==> src/sv/apc_pkg.sv <==
// Shared types and constants for the associative page read cache.
`timescale 1ns / 1ps

package apc_pkg;

  localparam int ADDR_W = 8;
  localparam int BYTE_W = 8;
  localparam int CNT_W  = 32;

  localparam logic KIND_READ = 1'b0;
  localparam logic KIND_LOAD = 1'b1;

  typedef enum logic [2:0] {
    S_IDLE,
    S_LOOKUP,
    S_HIT_RD,
    S_FILL,
    S_DRAIN,
    S_RESP
  } state_t;

  typedef struct packed {
    logic store_wr;
    logic capture;
    logic lookup;
    logic take_hit;
    logic fill_rd;
    logic resp_ld;
  } cmd_t;

  typedef struct packed {
    logic hit;
    logic fill_last;
    logic out_free;
  } sts_t;

endpackage

==> src/sv/apc_ctrl.sv <==
// Request sequencer: lookup, page fill and response hand-off.
`timescale 1ns / 1ps

module apc_ctrl (
  input  logic          clk,
  input  logic          rst_n,
  input  logic          in_valid,
  input  logic          in_kind,
  output logic          in_ready,
  input  apc_pkg::sts_t sts,
  output apc_pkg::cmd_t cmd
);

  apc_pkg::state_t state_r;
  apc_pkg::state_t state_nxt;

  always_ff @(posedge clk) begin
    if (!rst_n) begin
      state_r <= apc_pkg::S_IDLE;
    end else begin
      state_r <= state_nxt;
    end
  end

  always_comb begin
    state_nxt = state_r;
    unique case (state_r)
      apc_pkg::S_IDLE: begin
        if (in_valid && (in_kind == apc_pkg::KIND_READ)) begin
          state_nxt = apc_pkg::S_LOOKUP;
        end
      end
      apc_pkg::S_LOOKUP: begin
        state_nxt = sts.hit ? apc_pkg::S_HIT_RD : apc_pkg::S_FILL;
      end
      apc_pkg::S_HIT_RD: begin
        state_nxt = apc_pkg::S_RESP;
      end
      apc_pkg::S_FILL: begin
        if (sts.fill_last) begin
          state_nxt = apc_pkg::S_DRAIN;
        end
      end
      apc_pkg::S_DRAIN: begin
        state_nxt = apc_pkg::S_RESP;
      end
      apc_pkg::S_RESP: begin
        if (sts.out_free) begin
          state_nxt = apc_pkg::S_IDLE;
        end
      end
      default: begin
        state_nxt = apc_pkg::S_IDLE;
      end
    endcase
  end

  always_comb begin
    in_ready = 1'b0;
    cmd      = '0;
    unique case (state_r)
      apc_pkg::S_IDLE: begin
        in_ready     = 1'b1;
        cmd.store_wr = in_valid && (in_kind == apc_pkg::KIND_LOAD);
        cmd.capture  = in_valid && (in_kind == apc_pkg::KIND_READ);
      end
      apc_pkg::S_LOOKUP: begin
        cmd.lookup = 1'b1;
      end
      apc_pkg::S_HIT_RD: begin
        cmd.take_hit = 1'b1;
      end
      apc_pkg::S_FILL: begin
        cmd.fill_rd = 1'b1;
      end
      apc_pkg::S_DRAIN: begin
        cmd = '0;
      end
      apc_pkg::S_RESP: begin
        cmd.resp_ld = sts.out_free;
      end
      default: begin
        cmd = '0;
      end
    endcase
  end

endmodule

==> src/sv/apc_dp.sv <==
// Datapath: backing store, frame tags and bytes, counters, output register.
`timescale 1ns / 1ps

module apc_dp #(
  parameter int PAGE_BYTES  = 16,
  parameter int FRAME_COUNT = 4,
  parameter int STORE_BYTES = 256
) (
  input  logic                         clk,
  input  logic                         rst_n,
  input  apc_pkg::cmd_t                cmd,
  output apc_pkg::sts_t                sts,
  input  logic [apc_pkg::ADDR_W-1:0]   in_address,
  input  logic [apc_pkg::BYTE_W-1:0]   in_load_byte,
  output logic                         out_valid,
  input  logic                         out_ready,
  output logic [apc_pkg::BYTE_W-1:0]   out_read_byte,
  output logic                         out_was_hit,
  output logic [apc_pkg::CNT_W-1:0]    out_hit_total,
  output logic [apc_pkg::CNT_W-1:0]    out_miss_total
);

  localparam int OFF_W  = $clog2(PAGE_BYTES);
  localparam int SLOT_W = $clog2(FRAME_COUNT);
  localparam int SA_W   = $clog2(STORE_BYTES);
  localparam int AW     = (SA_W < apc_pkg::ADDR_W) ? SA_W : apc_pkg::ADDR_W;
  localparam int TAG_W  = (AW > OFF_W) ? AW - OFF_W : 1;
  localparam int EW     = OFF_W + TAG_W;
  localparam int XW     = (SA_W > apc_pkg::ADDR_W) ? SA_W : apc_pkg::ADDR_W;
  localparam int FW     = (SA_W > EW) ? SA_W : EW;
  localparam int FM_DEPTH = FRAME_COUNT * PAGE_BYTES;
  localparam int FM_W   = SLOT_W + OFF_W;

  logic [apc_pkg::BYTE_W-1:0] st_mem [STORE_BYTES];
  logic [apc_pkg::BYTE_W-1:0] fm_mem [FM_DEPTH];

  logic [AW-1:0]              addr_r;
  logic [TAG_W-1:0]           tag_r [FRAME_COUNT];
  logic [FRAME_COUNT-1:0]     valid_r;
  logic [apc_pkg::CNT_W-1:0]  hit_cnt_r;
  logic [apc_pkg::CNT_W-1:0]  miss_cnt_r;
  logic [SLOT_W-1:0]          slot_r;
  logic [OFF_W-1:0]           fill_idx_r;
  logic [OFF_W-1:0]           wr_idx_r;
  logic                       wr_pend_r;
  logic [apc_pkg::BYTE_W-1:0] st_q_r;
  logic [apc_pkg::BYTE_W-1:0] fm_q_r;
  logic [apc_pkg::BYTE_W-1:0] byte_r;
  logic                       hit_r;
  logic                       out_valid_r;
  logic [apc_pkg::BYTE_W-1:0] out_byte_r;
  logic                       out_hit_r;
  logic [apc_pkg::CNT_W-1:0]  out_hit_cnt_r;
  logic [apc_pkg::CNT_W-1:0]  out_miss_cnt_r;

  logic [XW-1:0]              ld_ext;
  logic [SA_W-1:0]            st_wr_addr;
  logic [EW-1:0]              addr_ext;
  logic [TAG_W-1:0]           page_w;
  logic [OFF_W-1:0]           off_w;
  logic [FW-1:0]              fill_full;
  logic [SA_W-1:0]            st_rd_addr;
  logic                       hit;
  logic [SLOT_W-1:0]          hit_idx;
  logic [FM_W-1:0]            fm_rd_addr;
  logic [FM_W-1:0]            fm_wr_addr;
  logic [apc_pkg::CNT_W-1:0]  hit_cnt_nxt;
  logic [apc_pkg::CNT_W-1:0]  miss_cnt_nxt;

  assign ld_ext     = XW'(in_address);
  assign st_wr_addr = ld_ext[SA_W-1:0];
  assign addr_ext   = EW'(addr_r);
  assign page_w     = addr_ext[EW-1:OFF_W];
  assign off_w      = addr_ext[OFF_W-1:0];
  assign fill_full  = FW'({page_w, fill_idx_r});
  assign st_rd_addr = fill_full[SA_W-1:0];
  assign fm_rd_addr = {hit_idx, off_w};
  assign fm_wr_addr = {slot_r, wr_idx_r};

  assign hit_cnt_nxt  = (hit_cnt_r == '1) ? hit_cnt_r : hit_cnt_r + 1'b1;
  assign miss_cnt_nxt = (miss_cnt_r == '1) ? miss_cnt_r : miss_cnt_r + 1'b1;

  always_comb begin
    hit     = 1'b0;
    hit_idx = '0;
    for (int i = FRAME_COUNT - 1; i >= 0; i--) begin
      if (valid_r[i] && (tag_r[i] == page_w)) begin
        hit     = 1'b1;
        hit_idx = SLOT_W'(i);
      end
    end
  end

  assign sts.hit       = hit;
  assign sts.fill_last = (fill_idx_r == OFF_W'(PAGE_BYTES - 1));
  assign sts.out_free  = !out_valid_r || out_ready;

  always_ff @(posedge clk) begin
    if (cmd.store_wr) begin
      st_mem[st_wr_addr] <= in_load_byte;
    end
    if (cmd.fill_rd) begin
      st_q_r <= st_mem[st_rd_addr];
    end
  end

  always_ff @(posedge clk) begin
    if (wr_pend_r) begin
      fm_mem[fm_wr_addr] <= st_q_r;
    end
    if (cmd.lookup) begin
      fm_q_r <= fm_mem[fm_rd_addr];
    end
  end

  always_ff @(posedge clk) begin
    if (!rst_n) begin
      valid_r     <= '0;
      hit_cnt_r   <= '0;
      miss_cnt_r  <= '0;
      wr_pend_r   <= 1'b0;
      out_valid_r <= 1'b0;
      for (int i = 0; i < FRAME_COUNT; i++) begin
        tag_r[i] <= '0;
      end
    end else begin
      wr_pend_r <= cmd.fill_rd;
      if (cmd.lookup) begin
        if (hit) begin
          hit_cnt_r <= hit_cnt_nxt;
        end else begin
          miss_cnt_r                       <= miss_cnt_nxt;
          tag_r[miss_cnt_nxt[SLOT_W-1:0]]   <= page_w;
          valid_r[miss_cnt_nxt[SLOT_W-1:0]] <= 1'b1;
        end
      end
      if (cmd.resp_ld) begin
        out_valid_r <= 1'b1;
      end else if (out_ready) begin
        out_valid_r <= 1'b0;
      end
    end
  end

  always_ff @(posedge clk) begin
    if (cmd.capture) begin
      addr_r <= ld_ext[AW-1:0];
    end
    if (cmd.lookup) begin
      hit_r      <= hit;
      slot_r     <= miss_cnt_nxt[SLOT_W-1:0];
      fill_idx_r <= '0;
    end else if (cmd.fill_rd) begin
      fill_idx_r <= fill_idx_r + 1'b1;
    end
    wr_idx_r <= fill_idx_r;
    if (cmd.take_hit) begin
      byte_r <= fm_q_r;
    end else if (wr_pend_r && (wr_idx_r == off_w)) begin
      byte_r <= st_q_r;
    end
    if (cmd.resp_ld) begin
      out_byte_r     <= byte_r;
      out_hit_r      <= hit_r;
      out_hit_cnt_r  <= hit_cnt_r;
      out_miss_cnt_r <= miss_cnt_r;
    end
  end

  assign out_valid      = out_valid_r;
  assign out_read_byte  = out_byte_r;
  assign out_was_hit    = out_hit_r;
  assign out_hit_total  = out_hit_cnt_r;
  assign out_miss_total = out_miss_cnt_r;

endmodule

==> src/sv/assoc_page_read_cache.sv <==
// Top level of the fully associative page read cache.
// Usage:
//   The input channel (in_valid/in_ready) carries one request: in_kind selects
//   a read through the cache or a load of in_load_byte into the backing store.
//   A load is written to the backing store on acceptance and gives no result. A read gives exactly one
//   result on the output channel (out_valid/out_ready): the byte, a hit flag
//   and the saturating hit and miss totals after that read.
//   A read hit passes from lookup, where the frame byte memory's registered read
//   is taken, through the hit byte register to the output register. A read miss
//   fills the page first: the page fill moves one byte a cycle from the
//   backing store port into the frame memory.
//   One request is worked on at a time; in_ready is high only while idle.
//   The result sits in an output register, so a new request is accepted while
//   a result waits; a further read then holds until the receiver takes it.
//   Reset clears the frame valid bits, tags, counters and the output valid flag.
//   PAGE_BYTES, FRAME_COUNT and STORE_BYTES are powers of two.
`timescale 1ns / 1ps

module assoc_page_read_cache #(
  parameter int PAGE_BYTES  = 16,
  parameter int FRAME_COUNT = 4,
  parameter int STORE_BYTES = 256
) (
  input  logic        clk,
  input  logic        rst_n,
  input  logic        in_valid,
  output logic        in_ready,
  input  logic        in_kind,
  input  logic [7:0]  in_address,
  input  logic [7:0]  in_load_byte,
  output logic        out_valid,
  input  logic        out_ready,
  output logic [7:0]  out_read_byte,
  output logic        out_was_hit,
  output logic [31:0] out_hit_total,
  output logic [31:0] out_miss_total
);

  apc_pkg::cmd_t cmd;
  apc_pkg::sts_t sts;

  apc_ctrl u_ctrl (
    .clk      (clk),
    .rst_n    (rst_n),
    .in_valid (in_valid),
    .in_kind  (in_kind),
    .in_ready (in_ready),
    .sts      (sts),
    .cmd      (cmd)
  );

  apc_dp #(
    .PAGE_BYTES  (PAGE_BYTES),
    .FRAME_COUNT (FRAME_COUNT),
    .STORE_BYTES (STORE_BYTES)
  ) u_dp (
    .clk            (clk),
    .rst_n          (rst_n),
    .cmd            (cmd),
    .sts            (sts),
    .in_address     (in_address),
    .in_load_byte   (in_load_byte),
    .out_valid      (out_valid),
    .out_ready      (out_ready),
    .out_read_byte  (out_read_byte),
    .out_was_hit    (out_was_hit),
    .out_hit_total  (out_hit_total),
    .out_miss_total (out_miss_total)
  );

endmodule

==> config.mk <==
export PLATFORM = sky130hd
export DESIGN_NAME = assoc_page_read_cache
export DESIGN_NICKNAME = d
export VERILOG_FILES = /design/src/sv/apc_pkg.sv /design/src/sv/apc_ctrl.sv /design/src/sv/apc_dp.sv /design/src/sv/assoc_page_read_cache.sv
export SDC_FILE = /design/constraint.sdc
export NUM_CORES = 2
export LEC_CHECK = 0
export ABC_CLOCK_PERIOD_IN_PS = 10020
export BUFFER_PORTS_ARGS = -buffer_cell sky130_fd_sc_hd__buf_2
export CAP_MARGIN = 20
export CORE_UTILIZATION = 49
export CTS_CLUSTER_DIAMETER = 60
export DETAILED_ROUTE_END_ITERATION = 6
export PLACE_DENSITY = 0.62
export SLEW_MARGIN = 15
export SYNTH_ARGS = -nofsm -noshare
export SYNTH_HDL_FRONTEND = slang
export SYNTH_HIERARCHICAL = 1
export SYNTH_SLANG_ARGS = --single-unit
==> constraint.sdc <==
create_clock -name clk -period 10.02 [get_ports clk]
set_clock_uncertainty 0.15 [all_clocks]
set_input_delay 0.501 -clock clk [delete_from_list [all_inputs] [get_ports clk]]
set_output_delay 0.501 -clock clk [all_outputs]
set_load 0.01 [all_outputs]
==> results.yml <==
run_status:
  status: "finished clean"
detailed_routing:
  drt_pass1_iterations: 6
  vias: 54604
  wl_um: 272000
  drc: 0
  ant_nets: 0
  drt_iter0_drc: 6465
  post_drt_wl_per_cell_um: 31.6
  vias_per_cell: 6.34
power_and_ir_drop:
  p_per_area_nw_per_um2: 207
  clkPwrFrac: 0.428
  p_int_mw: 19.6
  ir_drop_mv: 0.195
  p_comb_frac: 0.062
  pwr-share-seq: 0.511
  switching_share: 0.212
  p_leak_nw: 36.5
  p_sw_mw: 5.28
synth:
  yosys_warnings: 6
  synthAdderAreaFrac: 0.000350
  synth_top_family_by_area: "multiplexers"
  synth_xor_area_frac: 0.00449
  synth_simple_gate_area_share: 0.0360
  syn_inst: 5310
  ys_async_sr_fraction: 0
  synth_compound_area_frac: 0.0293
  syn_avg_cell_area_um2: 20.2
  syn_nets: 5334
  synth_common_cells: "edfxtp_1, mux4_2, nor2_1"
  synth_seq_area_share: 0.766
  synth-seq-cells: 2765
  yosys-top-cells-area: "edfxtp_1, mux4_2, mux2i_1, dfxtp_1, nor2_1"
  synth_top_area_cell: "edfxtp_1"
  synthMostInstantiatedCell: "edfxtp_1"
  muxShareOfSynthArea: 0.148
  yosysUniqueCellTypes: 82
  ys.flop_type: "edfxtp_1"
  synth_edf_count: 2684
  syn-cell-area_um2: 107000
  synth_top_area_frac: 0.751
sta:
  slew_headroom: 0.181
  hold_viol_final: 0
  min_period_over_period: 0.507
  hold_slack_ns: 0.0603
  slew_viol_final: 0
  setup_violations: 0
  setup_tns_ns: 0
  max_freq_mhz: 197
  rsz0062_at_grt: "false"
  worst_slew_pin_slew_ns: 1.23
  post-route-min-period_ns: 5.08
worst_setup_path:
  start_kind: "flop"
  cpMaxStageDelayCell: "buf_4"
  path_cells: "buf_4 -> buf_4 -> mux4_2 -> nand2_1 -> a21oi_1 -> a2111oi_0 -> a311oi_1 -> o31ai_1 -> a221oi_1"
  critical_path.top_delay_family: "compound AO/OA/AOI/OAI gates"
  required_ns: 10.51
  crit_fanout: 44
  path_buf_inv: 2
  critPathCaptureType: "flop"
  crit_arrival_ns: 5.57
  path_common_cell: "buf_4"
  critPathMaxStageDelay_ns: 0.81
  worstSetupPathType: "flop to flop"
grt:
  met1_usage: 0.355
  use_met2: 0.377
  grt_pass1_vias: 53129
  grt_overflow: 0
  grt.busiest_layer: "met2"
  antenna_found_initial: 10
  grt_pass1_wl_um: 389000
  grtUsageTotal: 0.245
  met3_usage: 0.0516
  grt_max_degree: 151
die:
  die_w_um: 470
  die_height_um: 470
  core_area_um2: 217000
  fp.dieArea_um2: 221000
  ios: 96
  initial_utilization: 0.494
  num_rows: 171
finish:
  nFillCells: 16277
  drive_above_1_share: 0.220
  multi_input_area_um2: 23600
  fin_nets: 5560
  regArea_um2: 82200
  final_area_um2: 121000
  synthToLayoutAreaGrowth_pct: 12.4
clock_tree:
  clkLatencyLatePin_ns: 0.95
  numCtsBuffers: 298
  cts_resized: 0
  htree_levels: 5
  cts_buffer_depth: 4
  cts_sinks: 2765
  root_buffer: "clkbuf_16"
  post_cts_buffers: 0
  cts_tree: "done"
  clkTransAtPathRegs_ns: 0.06
worst_hold_path:
  hold_path_class: "input pin to flop"
place:
  hpwlAfterDp_um: 159000
  io_buffers: 95
  gp_congestion: 0.837
  place_area_um2: 111000
flow_run:
  cap_violations: 0
-- power by group through the flow --
| stage | Sequential (mW) | Combinational (mW) | Clock, mW |
|---|---|---|---|
| after global routing | 12.7 | 1.62 | 11.3 |
| after floorplan | 13.0 | 1.03 | 0 |
| after global placement | 13.0 | 1.53 | 0 |
| after detailed placement | 13.0 | 1.54 | 0 |
| after CTS | 12.7 | 1.55 | 10.8 |
| final | 12.7 | 1.54 | 10.7 |
-- layout make-up --
cell class	instances	area share
diodes	3	0.0000622
repair buffers	233	0.0149
flip-flops and latches	2765	0.682
clock buffers	373	0.0658
clock inverters	141	0.0119
well taps	2854	0.0296
multi-input cells	2215	0.195
inverters	23	0.000736
-- worst register-to-register path, delay by kind of cell, from the launching register on --
| family | cells | cell delay [ns] |
|---|---|---|
| DFF | 1 | 0.66 |
| buffers and inverters | 2 | 1.48 |
| and+or+nand+nor | 1 | 0.10 |
| muxes | 1 | 0.61 |
| AOI/OAI and AO/OA | 5 | 1.79 |
-- layer usage --
metal	vias up	wire, um	part of all wire
li1	22396	-	-
met1	28999	111000	0.41
met2	2768	128000	0.47
met3	433	25800	0.095
met4	8	6900	0.025
met5	-	50	0.00018
-- cells by family after synthesis --
| family | Yosys count |
|---|---|
| DFF | 2765 |
| muxes | 862 |
| and+or+nand+nor | 836 |
| AOI/OAI and AO/OA | 459 |
| buffers and inverters | 330 |
| adders and majority gates | 3 |
| xor gates and xnor gates | 55 |
-- stage by stage --
| step | total power, mW | instances | utilization | setup WS (ns) |
|---|---|---|---|---|
| 5_1_grt | 25.6 | 8605 | 0.555 | 4.69 |
| 6_report | 24.9 | 8607 | 0.555 | 4.94 |
| 3_3_place_gp | 14.5 | 8068 | 0.510 | 4.86 |
| 3_5_place_dp | 14.5 | 8071 | 0.511 | 5.04 |
| 2_1_floorplan | 14.0 | 5310 | - | 3.59 |
| 4_1_cts | 25.1 | 8601 | 0.554 | 5.03 |
-- worst paths after layout --
check                                                     start                               to  slack (ns)  cells after the start
worst max-delay path            u_dp/fill_idx_r[0]$_SDFFE_PP0P_         u_dp/st_q_r[7]$_DFFE_PP_        4.94                      9
worst min-delay path                            in_load_byte[1]     u_dp/st_mem[58][1]$_DFFE_PP_        0.06                      1
worst max register to register  u_dp/fill_idx_r[0]$_SDFFE_PP0P_         u_dp/st_q_r[7]$_DFFE_PP_        4.94                      9
worst min register to register         u_dp/byte_r[1]$_DFFE_PP_  u_dp/out_read_byte[1]$_DFFE_PP_        0.27                      0
-- registers in the layout (all words and copies together) (netlist names), 8 cells and up --
| name | cells |
|---|---|
| u_dp/addr_ext | 8 |
| u_dp/byte_r | 8 |
| u_dp/fm_mem | 512 |
| u_dp/fm_q_r | 8 |
| u_dp/hit_cnt_r | 32 |
| u_dp/miss_cnt_r | 32 |
| u_dp/out_hit_total | 32 |
| u_dp/out_miss_total | 32 |
| u_dp/out_read_byte | 8 |
| u_dp/st_mem | 2048 |
| u_dp/st_q_r | 8 |
| u_dp/tag_r | 16 |
-- cell usage in the layout, fill, tap and decap left out, drive strengths merged, types with 23 or more instances in the layout --
cell type and n:
clkbuf 381, nand4 29, buf 209, dfxtp 81, o221ai 27, a221oi 32
inv 29, a21oi 94, o22ai 55, mux4 581, xnor2 31, bufinv 28
o21ai 66, edfxtp 2684, or3 23, nor3 37, nor2 396, nor4 37
a22oi 58, nand3 59, nand2 160, mux2i 269, xor2 24, clkinv 96
-- what timing repair did --
item / in CTS / in global routing
endpoints found under the setup margin: 0 / 0
endpoints found under the hold margin: 148 / 0
hold buffers: 16 / 0
Note: power is estimated with default switching activity, not from simulation.
